$ cat src/design/lsbc_pkg.sv
// Shared types and constants for the light sensor ball counter.
// Holds default sizes, register reset values and the register index codes.
// No dependencies.
package lsbc_pkg;

    localparam int WINDOW_LEN_DEF  = 200;
    localparam int SAMPLE_BITS_DEF = 12;

    localparam int THR_W   = 12;
    localparam int COUNT_W = 16;
    localparam int CFG_IDX_W  = 2;
    localparam int CFG_DATA_W = 16;

    localparam logic [THR_W-1:0]          RISE_RESET  = 12'd200;
    localparam logic [THR_W-1:0]          FALL_RESET  = 12'd50;
    localparam logic signed [COUNT_W-1:0] EJECT_RESET = -16'sd1;

    typedef enum logic [CFG_IDX_W-1:0] {
        CFG_RISE  = 2'd0,
        CFG_FALL  = 2'd1,
        CFG_EJECT = 2'd2
    } t_cfg_idx;

    typedef struct packed {
        logic [THR_W-1:0] rise;
        logic [THR_W-1:0] fall;
    } t_thresh;

endpackage

$ cat src/design/lsbc_tap_cell.sv
// One cell of the sample window: holds one sample of each sensor.
// Takes its neighbor's samples on every shift. Uses no package items.
module lsbc_tap_cell #(
    parameter int SAMPLE_BITS = 12
) (
    input  logic                   i_clk,
    input  logic                   i_shift,
    input  logic [SAMPLE_BITS-1:0] i_intake,
    input  logic [SAMPLE_BITS-1:0] i_shooter,
    output logic [SAMPLE_BITS-1:0] o_intake,
    output logic [SAMPLE_BITS-1:0] o_shooter
);

    logic [SAMPLE_BITS-1:0] r_intake;
    logic [SAMPLE_BITS-1:0] r_shooter;

    always_ff @(posedge i_clk) begin
        if (i_shift) begin
            r_intake  <= i_intake;
            r_shooter <= i_shooter;
        end
    end

    assign o_intake  = r_intake;
    assign o_shooter = r_shooter;

endmodule

$ cat src/design/lsbc_baseline.sv
// Two-stage divide of a window sum by the window length.
// Reciprocal multiply, then one remainder correction. Uses no package items.
module lsbc_baseline #(
    parameter int WINDOW_LEN  = 200,
    parameter int SAMPLE_BITS = 12
) (
    input  logic                                          i_clk,
    input  logic                                          i_en_a,
    input  logic                                          i_en_b,
    input  logic [SAMPLE_BITS+$clog2(WINDOW_LEN)-1:0]     i_sum,
    output logic [SAMPLE_BITS-1:0]                        o_base
);

    localparam int SUM_W  = SAMPLE_BITS + $clog2(WINDOW_LEN);
    localparam int RCP_W  = SAMPLE_BITS + 1;
    localparam int PROD_W = SUM_W + RCP_W;
    localparam logic [RCP_W-1:0] RECIP = RCP_W'((64'd1 << SUM_W) / WINDOW_LEN);
    localparam logic [SUM_W-1:0] LEN_S = SUM_W'(WINDOW_LEN);

    logic [PROD_W-1:0]      r_prod;
    logic [SUM_W-1:0]       r_sum;
    logic [SAMPLE_BITS-1:0] r_base;
    logic [SAMPLE_BITS-1:0] q_est;
    logic [SUM_W-1:0]       rem;
    logic [SAMPLE_BITS-1:0] n_base;

    always_ff @(posedge i_clk) begin
        if (i_en_a) begin
            r_prod <= PROD_W'(i_sum) * PROD_W'(RECIP);
            r_sum  <= i_sum;
        end
    end

    always_comb begin
        q_est  = r_prod[SUM_W +: SAMPLE_BITS];
        rem    = r_sum - SUM_W'(q_est) * LEN_S;
        n_base = (rem >= LEN_S) ? q_est + SAMPLE_BITS'(1) : q_est;
    end

    always_ff @(posedge i_clk) begin
        if (i_en_b) begin
            r_base <= n_base;
        end
    end

    assign o_base = r_base;

endmodule

$ cat src/design/lsbc_detect.sv
// Hysteresis ball detector and wrapping counter for one sensor.
// Depends on lsbc_pkg for the threshold struct and counter width.
module lsbc_detect
    import lsbc_pkg::*;
#(
    parameter int SAMPLE_BITS = 12
) (
    input  logic                   i_clk,
    input  logic                   i_rst_n,
    input  logic                   i_en,
    input  logic                   i_full,
    input  logic [SAMPLE_BITS-1:0] i_base,
    input  logic [SAMPLE_BITS-1:0] i_sample,
    input  t_thresh                i_thr,
    output logic                   o_event,
    output logic [COUNT_W-1:0]     o_count
);

    localparam int DIFF_W = ((SAMPLE_BITS > THR_W) ? SAMPLE_BITS : THR_W) + 2;

    logic                     r_disarmed;
    logic [COUNT_W-1:0]       r_count;
    logic                     n_disarmed;
    logic [COUNT_W-1:0]       n_count;
    logic [SAMPLE_BITS-1:0]   base;
    logic signed [DIFF_W-1:0] diff;
    logic signed [DIFF_W-1:0] rise;
    logic signed [DIFF_W-1:0] fall;
    logic                     hit;

    always_comb begin
        base = i_full ? i_base : '0;
        diff = signed'(DIFF_W'(base)) - signed'(DIFF_W'(i_sample));
        rise = signed'(DIFF_W'(i_thr.rise));
        fall = signed'(DIFF_W'(i_thr.fall));
        hit  = !r_disarmed && (diff > rise);
        priority if (hit) begin
            n_disarmed = 1'b1;
        end else if (r_disarmed && (diff < fall)) begin
            n_disarmed = 1'b0;
        end else begin
            n_disarmed = r_disarmed;
        end
        n_count = r_count + COUNT_W'(hit);
    end

    always_ff @(posedge i_clk) begin
        if (!i_rst_n) begin
            r_disarmed <= 1'b0;
            r_count    <= '0;
        end else if (i_en) begin
            r_disarmed <= n_disarmed;
            r_count    <= n_count;
        end
    end

    assign o_event = hit;
    assign o_count = n_count;

endmodule

$ cat src/design/light_sensor_ball_counter_core.sv
// Light sensor ball counter: moving-average baselines and hysteresis counting.
// A result word passes the input stage, the baseline multiply and divide registers and the output register.
// Throughput is one word per cycle while the output is not stalled; the window is a shift chain of tap cells.
// Synchronous active-low reset clears counts, sums, fill level and the pipeline,
// and restores the configuration registers to their defaults.
// Depends on lsbc_pkg, lsbc_tap_cell, lsbc_baseline and lsbc_detect.
module light_sensor_ball_counter_core
    import lsbc_pkg::*;
#(
    parameter int WINDOW_LEN  = WINDOW_LEN_DEF,
    parameter int SAMPLE_BITS = SAMPLE_BITS_DEF
) (
    input  logic                      i_clk,
    input  logic                      i_rst_n,
    input  logic                      i_cfg_valid,
    output logic                      o_cfg_ready,
    input  logic [CFG_IDX_W-1:0]      i_cfg_index,
    input  logic [CFG_DATA_W-1:0]     i_cfg_data,
    input  logic                      i_in_valid,
    output logic                      o_in_ready,
    input  logic [SAMPLE_BITS-1:0]    i_intake_sample,
    input  logic [SAMPLE_BITS-1:0]    i_shooter_sample,
    output logic                      o_out_valid,
    input  logic                      i_out_ready,
    output logic [COUNT_W-1:0]        o_intake_total,
    output logic [COUNT_W-1:0]        o_shot_total,
    output logic signed [COUNT_W-1:0] o_held_balls,
    output logic                      o_intake_event,
    output logic                      o_shot_event
);

    localparam int SUM_W  = SAMPLE_BITS + $clog2(WINDOW_LEN);
    localparam int FILL_W = $clog2(WINDOW_LEN + 1);
    localparam logic [FILL_W-1:0] FILL_MAX = FILL_W'(WINDOW_LEN);
    localparam logic [FILL_W-1:0] FILL_PRE = FILL_W'(WINDOW_LEN - 1);

    t_thresh                   r_thr;
    logic signed [COUNT_W-1:0] r_eject;

    logic [SAMPLE_BITS-1:0] w_tap_i [WINDOW_LEN+1];
    logic [SAMPLE_BITS-1:0] w_tap_s [WINDOW_LEN+1];

    logic [SUM_W-1:0]  r_sum_i;
    logic [SUM_W-1:0]  r_sum_s;
    logic [FILL_W-1:0] r_fill;
    logic [SUM_W-1:0]  n_sum_i;
    logic [SUM_W-1:0]  n_sum_s;
    logic [FILL_W-1:0] n_fill;
    logic              was_full;
    logic              in_acc;

    logic                   r_s1_valid;
    logic                   r_s1_full;
    logic [SAMPLE_BITS-1:0] r_s1_si;
    logic [SAMPLE_BITS-1:0] r_s1_ss;
    logic                   r_s2_valid;
    logic                   r_s2_full;
    logic [SAMPLE_BITS-1:0] r_s2_si;
    logic [SAMPLE_BITS-1:0] r_s2_ss;
    logic                   r_s3_valid;
    logic                   r_s3_full;
    logic [SAMPLE_BITS-1:0] r_s3_si;
    logic [SAMPLE_BITS-1:0] r_s3_ss;

    logic rdy1;
    logic rdy2;
    logic rdy3;
    logic en_out;

    logic [SAMPLE_BITS-1:0] base_i;
    logic [SAMPLE_BITS-1:0] base_s;
    logic                   ev_i;
    logic                   ev_s;
    logic [COUNT_W-1:0]     cnt_i;
    logic [COUNT_W-1:0]     cnt_s;
    logic [COUNT_W-1:0]     n_held;

    logic                      r_out_valid;
    logic [COUNT_W-1:0]        r_intake_total;
    logic [COUNT_W-1:0]        r_shot_total;
    logic signed [COUNT_W-1:0] r_held;
    logic                      r_intake_event;
    logic                      r_shot_event;

    assign o_cfg_ready = 1'b1;

    always_ff @(posedge i_clk) begin
        if (!i_rst_n) begin
            r_thr.rise <= RISE_RESET;
            r_thr.fall <= FALL_RESET;
            r_eject    <= EJECT_RESET;
        end else if (i_cfg_valid) begin
            unique case (i_cfg_index)
                CFG_RISE:  r_thr.rise <= i_cfg_data[THR_W-1:0];
                CFG_FALL:  r_thr.fall <= i_cfg_data[THR_W-1:0];
                CFG_EJECT: r_eject    <= signed'(i_cfg_data[COUNT_W-1:0]);
                default: begin
                end
            endcase
        end
    end

    assign rdy3       = !r_out_valid || i_out_ready;
    assign rdy2       = !r_s3_valid || rdy3;
    assign rdy1       = !r_s2_valid || rdy2;
    assign o_in_ready = !r_s1_valid || rdy1;
    assign in_acc     = i_in_valid && o_in_ready;
    assign en_out     = r_s3_valid && rdy3;

    assign w_tap_i[0] = i_intake_sample;
    assign w_tap_s[0] = i_shooter_sample;

    for (genvar k = 0; k < WINDOW_LEN; k++) begin : g_tap
        lsbc_tap_cell #(
            .SAMPLE_BITS(SAMPLE_BITS)
        ) u_cell (
            .i_clk     (i_clk),
            .i_shift   (in_acc),
            .i_intake  (w_tap_i[k]),
            .i_shooter (w_tap_s[k]),
            .o_intake  (w_tap_i[k+1]),
            .o_shooter (w_tap_s[k+1])
        );
    end

    always_comb begin
        was_full = (r_fill == FILL_MAX);
        n_sum_i  = r_sum_i + SUM_W'(i_intake_sample)
                   - (was_full ? SUM_W'(w_tap_i[WINDOW_LEN]) : '0);
        n_sum_s  = r_sum_s + SUM_W'(i_shooter_sample)
                   - (was_full ? SUM_W'(w_tap_s[WINDOW_LEN]) : '0);
        n_fill   = was_full ? r_fill : r_fill + FILL_W'(1);
    end

    always_ff @(posedge i_clk) begin
        if (!i_rst_n) begin
            r_sum_i <= '0;
            r_sum_s <= '0;
            r_fill  <= '0;
        end else if (in_acc) begin
            r_sum_i <= n_sum_i;
            r_sum_s <= n_sum_s;
            r_fill  <= n_fill;
        end
    end

    always_ff @(posedge i_clk) begin
        if (!i_rst_n) begin
            r_s1_valid  <= 1'b0;
            r_s2_valid  <= 1'b0;
            r_s3_valid  <= 1'b0;
            r_out_valid <= 1'b0;
        end else begin
            if (o_in_ready) begin
                r_s1_valid <= i_in_valid;
            end
            if (rdy1) begin
                r_s2_valid <= r_s1_valid;
            end
            if (rdy2) begin
                r_s3_valid <= r_s2_valid;
            end
            if (rdy3) begin
                r_out_valid <= r_s3_valid;
            end
        end
    end

    always_ff @(posedge i_clk) begin
        if (in_acc) begin
            r_s1_full <= was_full || (r_fill == FILL_PRE);
            r_s1_si   <= i_intake_sample;
            r_s1_ss   <= i_shooter_sample;
        end
        if (rdy1) begin
            r_s2_full <= r_s1_full;
            r_s2_si   <= r_s1_si;
            r_s2_ss   <= r_s1_ss;
        end
        if (rdy2) begin
            r_s3_full <= r_s2_full;
            r_s3_si   <= r_s2_si;
            r_s3_ss   <= r_s2_ss;
        end
    end

    lsbc_baseline #(
        .WINDOW_LEN  (WINDOW_LEN),
        .SAMPLE_BITS (SAMPLE_BITS)
    ) u_base_i (
        .i_clk  (i_clk),
        .i_en_a (rdy1),
        .i_en_b (rdy2),
        .i_sum  (r_sum_i),
        .o_base (base_i)
    );

    lsbc_baseline #(
        .WINDOW_LEN  (WINDOW_LEN),
        .SAMPLE_BITS (SAMPLE_BITS)
    ) u_base_s (
        .i_clk  (i_clk),
        .i_en_a (rdy1),
        .i_en_b (rdy2),
        .i_sum  (r_sum_s),
        .o_base (base_s)
    );

    lsbc_detect #(
        .SAMPLE_BITS(SAMPLE_BITS)
    ) u_det_i (
        .i_clk    (i_clk),
        .i_rst_n  (i_rst_n),
        .i_en     (en_out),
        .i_full   (r_s3_full),
        .i_base   (base_i),
        .i_sample (r_s3_si),
        .i_thr    (r_thr),
        .o_event  (ev_i),
        .o_count  (cnt_i)
    );

    lsbc_detect #(
        .SAMPLE_BITS(SAMPLE_BITS)
    ) u_det_s (
        .i_clk    (i_clk),
        .i_rst_n  (i_rst_n),
        .i_en     (en_out),
        .i_full   (r_s3_full),
        .i_base   (base_s),
        .i_sample (r_s3_ss),
        .i_thr    (r_thr),
        .o_event  (ev_s),
        .o_count  (cnt_s)
    );

    assign n_held = cnt_i - (COUNT_W'(r_eject) + cnt_s);

    always_ff @(posedge i_clk) begin
        if (en_out) begin
            r_intake_total <= cnt_i;
            r_shot_total   <= cnt_s;
            r_held         <= signed'(n_held);
            r_intake_event <= ev_i;
            r_shot_event   <= ev_s;
        end
    end

    assign o_out_valid    = r_out_valid;
    assign o_intake_total = r_intake_total;
    assign o_shot_total   = r_shot_total;
    assign o_held_balls   = r_held;
    assign o_intake_event = r_intake_event;
    assign o_shot_event   = r_shot_event;

endmodule

$ cat config.mk
export PLATFORM = sky130hd
export DESIGN_NAME = light_sensor_ball_counter_core
export DESIGN_NICKNAME = d
export VERILOG_FILES = /design/src/design/lsbc_pkg.sv /design/src/design/lsbc_tap_cell.sv /design/src/design/lsbc_baseline.sv /design/src/design/lsbc_detect.sv /design/src/design/light_sensor_ball_counter_core.sv
export SDC_FILE = /design/constraint.sdc
export NUM_CORES = 2
export LEC_CHECK = 0
export BUFFER_PORTS_ARGS = -buffer_cell sky130_fd_sc_hd__clkbuf_2
export CAP_MARGIN = 20
export CELL_PAD_IN_SITES_DETAIL_PLACEMENT = 1
export CELL_PAD_IN_SITES_GLOBAL_PLACEMENT = 1
export CORE_UTILIZATION = 50
export DETAILED_ROUTE_END_ITERATION = 12
export GPL_ROUTABILITY_DRIVEN = 0
export PLACE_DENSITY = 0.71
export SYNTH_ARGS = -nofsm -noshare
export SYNTH_HDL_FRONTEND = slang
export SYNTH_SLANG_ARGS = --single-unit
export TNS_END_PERCENT = 50
$ cat constraint.sdc
create_clock -name i_clk -period 380.4 [get_ports i_clk]
set_input_delay 38.04 -clock i_clk [delete_from_list [all_inputs] [get_ports i_clk]]
set_output_delay 38.04 -clock i_clk [all_outputs]
set_load 0.01 [all_outputs]
# Word-level counts from Yosys, hierarchy flattened
# Cells that the tools add are included.
# totals
register_bits,5153
# classes
order_cmp,6
mux,10
n_addsub,15
multipliers,4
n_eq_ne,4
n_bitwise,1
n_reduce_logical,26
# ops
op,n
$mux 12,6
$mul 20x12->31 const B,2
$add 20x12->20,2
$ge 20x8->1 const B,2
$sub 20x12->20,2
$sub 20x20->20,2
$mul 12x5->17 const B,2
$add 16x1->16,2
$gt 14x13->1,2
$lt 14x13->1,2
$sub 12x12->13,2
$add 12x1->12 const B,2
$add 16x16->16,1
$eq 8x8->1 const B,2
$sub 16x16->16,1
$reduce_and 2->1,6
$add 8x1->8 const B,1
$logic_and 1x1->1,6
$logic_not 1->1,6
$logic_or 1x1->1,5
$mux 1,4
$reduce_bool 2->1,2
$eq 2x1->1 const B,1
$eq 2x2->1 const B,1
2 further kinds,2

# Longest topological paths before layout
# depth
depth_word,7
mapped_depth,38

# Cells and area by module
# From an unflattened synthesis, not the netlist that was laid out.
# hier_totals
hier_cells,7895
hier_area_um2,174556.2
# by_module_without_submodules
mod,seq_area_each_um2,instances,area_each_um2,cells_per_inst
lsbc_tap_cell,720.7,200,720.7,24
light_sensor_ball_counter_core,5595.4,1,11390.9,1112
lsbc_baseline at u_base_s,1231.2,1,7372.1,715
lsbc_baseline at u_base_i,1231.2,1,7275.7,702
lsbc_detect at u_det_i,340.3,1,2192.1,284
lsbc_detect at u_det_s,340.3,1,2187.1,282

# Worst setup path after synthesis
# Ideal clock, no wire load.
# synth_timing
kind,input-to-reg
from,in i_out_ready
to,reg g_tap[0].u_cell.r_shooter[0] (enable)
t_required_ps,373369
setup_slack_ps,205797
cell_stages,5
path_buffers,1
t_arrival_ps,167572
setup_time_ps,7031
path_cell_list,nor2b_1 nand4_1 nand2_1 clkinv_1 clkbuf_1
# synth_between
elab_chain_cells,5
# synth_lines
item,line_no,text
"start, declared",light_sensor_ball_counter_core.sv:24,"input logic i_out_ready,"
$logic_or 1x1->1,light_sensor_ball_counter_core.sv:103,assign rdy3 = !r_out_valid || i_out_ready;
$logic_or 1x1->1,light_sensor_ball_counter_core.sv:104,assign rdy2 = !r_s3_valid || rdy3;
$logic_or 1x1->1,light_sensor_ball_counter_core.sv:105,assign rdy1 = !r_s2_valid || rdy2;
$logic_or 1x1->1,light_sensor_ball_counter_core.sv:106,assign o_in_ready = !r_s1_valid || rdy1;
net o_in_ready,light_sensor_ball_counter_core.sv:20,"output logic o_in_ready,"
$logic_and 1x1->1,light_sensor_ball_counter_core.sv:107,assign in_acc = i_in_valid && o_in_ready;
net g_tap[0].u_cell.i_shift,lsbc_tap_cell.sv:7,"input logic i_shift,"
"end signal, assigned",lsbc_tap_cell.sv:20,r_shooter <= i_shooter;
"end, declared",lsbc_tap_cell.sv:15,logic [SAMPLE_BITS-1:0] r_shooter;
# The timed path passes the listed nets, and every way through them passes these cells.
# A chain may end at the register's enable or synchronous reset.

# Final worst setup path
# layout_timing
from,in i_out_ready
to,out o_in_ready
# layout_between
elab_chain_cells,4
# layout_lines
item,line_no
$logic_or 1x1->1,light_sensor_ball_counter_core.sv:103
$logic_or 1x1->1,light_sensor_ball_counter_core.sv:104
$logic_or 1x1->1,light_sensor_ball_counter_core.sv:105
$logic_or 1x1->1,light_sensor_ball_counter_core.sv:106
"end, declared",light_sensor_ball_counter_core.sv:20
# No other way between the ends.

==> impl_metrics.tcl <==
set metrics [dict create \
    async_flop_share_pct 0 \
    fmax_ghz 0.0130 \
    syn_avg_cell_area_um2 22.4 \
    power.density_nw_per_um2 7.43 \
    die_area_um2 348000 \
    worst_slew_pin_slew_ns 1.27 \
    postCtsSetupRepairBufs 0 \
    hpwlAfterDp_um 143000 \
    maxSlewHeadroom_pct 15.6 \
    hold-worst-slack_ns 0.390 \
    synth-seq-area-share_pct 88.1 \
    slew_viol_final 0 \
    cpMaxStageDelayCell "nor2b_1" \
    cts_tree "done" \
    pin_count 100 \
    holdPathStages 0 \
    syn_inst 7711 \
    initial_core_util_pct 50.3 \
    vias 65402 \
    cp.required_ns 342.36 \
    drc 0 \
    die_height_um 590 \
    syn2layout_area_growth_pct 12.7 \
    grt_pass1_wl_um 402000 \
    cts_buffers 462 \
    root_buffer "clkbuf_16" \
    cts_max_path_buffers 4 \
    clock-sinks 5109 \
    grt_pass1_vias 69630 \
    r2r_end "o_held_balls[15]" \
    peakVddDrop_mv 0.00889 \
    fin_crit_sh_pct 20.3 \
    min_period_ns 77.06 \
    worstHoldPathType "reg -> reg" \
    drt_iter0_drc 4222 \
    fp-row-count 215 \
    r2r_slack_ns 371.03 \
    synthesis.nets 8438 \
    crit_fanout 6 \
    status "finished, final reports clean" \
    synth_seq_cells 5109 \
    critPathKind "in -> out" \
    worstHoldEndpoint "g_tap[106].u_cell.o_intake[4]" \
    wl_um 255000 \
    setup.worst_path.start_class "input pin" \
    synth_ff_type "edfxtp_1" \
    crit_path_end_kind "output port" \
    setup_violations 0 \
    synth_area_leaders "edfxtp_1 87%, ha_1 3.4%, fa_1 2.5%" \
    cts_resized 0 \
    crit_chain "clkbuf_2, nor2b_1, nand4_1, clkbuf_2" \
    netlist_area_um2 173000 \
    skew_ns 0.0378 \
    p_leak_nw 69.4 \
    rsz0062_at_grt "no" \
    timing.rr.start "r_s3_full" \
    p_total_mw 1.45 \
    grt-ovfl-total 0 \
    yosysTopAreaCell "edfxtp_1" \
    htreeDepth 5 \
    drt_pass1_iterations 5 \
    core_area_um2 343000 \
    antenna_found_initial 11 \
    grt_max_degree 229 \
    wl_per_cell_um 19.3 \
    ys_types 76 \
    clock_latency_ns 0.97 \
    post_dp_cell_area_um2 179000 \
    synth_top_area_share_pct 86.7 \
    synth_edf_count 4983 \
    cp.arrival_ns 39.02 \
    min_from "g_tap[105].u_cell.o_intake[4]" \
    routed_via_density 4.94 \
    setup-tns-final_ns 0 \
    synth.yosys.warnings 0 \
    fin_nets 9015 \
    max_stage_delay_ns 0.44 \
    clk_pin_slew_ns 0.06 \
    crit_top_cell "clkbuf_2" \
    antenna_left 0 \
    hold_viol 0 \
    holdBufCountCts 0 \
    reg2reg_depth 34 \
    max-cap-violations 0 \
    drive_gt1_share_pct 9.89 \
    grt_usage_pct 14.8 \
    fp.dieW_um 590 \
    numPortBuffers 98 \
    stdcell_area_um2 195000 \
]
-- final cells by class --
cell class,count,area (um2)
Timing Repair Buffer,164,1300
Clock buffer,550,12000
Inverter,530,2000
Fill cell,29363,149000
Multi-Input combinational cell,2021,18300
Sequential cell,5109,152000
Antenna cell,2,5.00
Clock inverter,313,3180
Tap cell,4557,5700
-- kinds of logic after synthesis --
family                     after synthesis  synth area share (%)
DFF                                   5109                  88.1
and+or+nand+nor                        688                  1.98
adders and majority gates              680                  5.87
buffers and inverters                  581                  1.27
AOI/OAI and AO/OA                      453                  1.73
xor gates and xnor gates               195                 0.997
muxes                                    4                0.0239
other                                    1               0.00217
-- worst max-delay path, delay by kind of cell --
| kind | cells | cell delay [ns] |
|---|---|---|
| AND/OR/NAND/NOR | 2 | 0.70 |
| buffers and inverters | 2 | 0.27 |
-- cell usage after synthesis (all sizes together), types with 4 or more instances --
library cell  count
and2            109
a31oi             5
xnor2           121
o221ai            8
buf              11
o311ai            4
inv             529
nor2            113
dfxtp           126
nand3b            8
nand2           215
o21a             33
nor3b             9
fa              217
a211oi           24
or3              24
a21boi           53
edfxtp         4983
xor2             73
nor2b            29
a21o             30
nand2b           18
o211ai           33
nor3             42
o41ai             4
o31ai             7
o21ai           103
clkbuf           40
ha              463
a211o             4
and3             25
or2               7
nand3            54
o21bai           15
a21oi            95
o2111ai           4
o31a              7
nand4            21
-- placed cells by master (no fill, tap or decap), types with 88 or more instances in the layout --
master / n
clkinv_1: 109
fa_1: 217
ha_1: 463
nand2_1: 213
inv_1: 528
dfxtp_1: 126
clkbuf_2: 97
edfxtp_1: 4983
nor2_1: 112
clkinv_2: 88
and2_1: 108
a21oi_1: 95
xnor2_1: 121
clkbuf_16: 464
o21ai_0: 103
-- where the power goes --
| group | internal [mW] | leakage, nW | switching (mW) | total [mW] |
|---|---|---|---|---|
| clock | 0.261 | 7.39 | 0.197 | 0.458 |
| combinational | 0.129 | 12.0 | 0.178 | 0.307 |
| sequential | 0.662 | 50.0 | 0.0196 | 0.682 |
-- flip-flops by register name (all words and copies together) (netlist names), 16 cells and up --
register                count
g_tap.u_cell.o_shooter   2400
g_tap.u_cell.o_intake    2388
o_held_balls               16
r_eject                    16
o_shot_total               16
o_intake_total             16
u_base_s.r_sum             17
r_sum_s                    20
u_det_i.r_count            16
u_base_i.r_sum             17
u_det_s.r_count            16
r_sum_i                    20
r_thr                      24
-- layer usage --
metal | vias to the layer above | wire length, um | track usage, %
li1 | 30597 | - | -
met1 | 33445 | 119000 | 21.4
met2 | 956 | 121000 | 23.7
met3 | 404 | 9370 | 2.40
met4 | 0 | 6060 | 4.12
met5 | - | 0 | 0
-- per-stage QoR --
step | worst slack [ns] | utilization, % | cells
2_1_floorplan | 205.80 | - | 7711
3_3_place_gp | 303.39 | 52.2 | 12370
3_5_place_dp | 303.35 | 52.2 | 12370
4_1_cts | 303.34 | 56.6 | 13233
5_1_grt | 303.28 | 56.7 | 13245
6_report | 303.34 | 56.7 | 13246
-- worst max-delay path by stage --
stage / from / end
final: i_out_ready / o_in_ready
after detailed placement: i_out_ready / o_in_ready
after floorplan: i_out_ready / g_tap[0].u_cell.o_shooter[0]
after CTS: i_out_ready / o_in_ready
after global routing: i_out_ready / o_in_ready
after global placement: i_out_ready / o_in_ready
No activity file was read; power rests on OpenSTA's default activity.
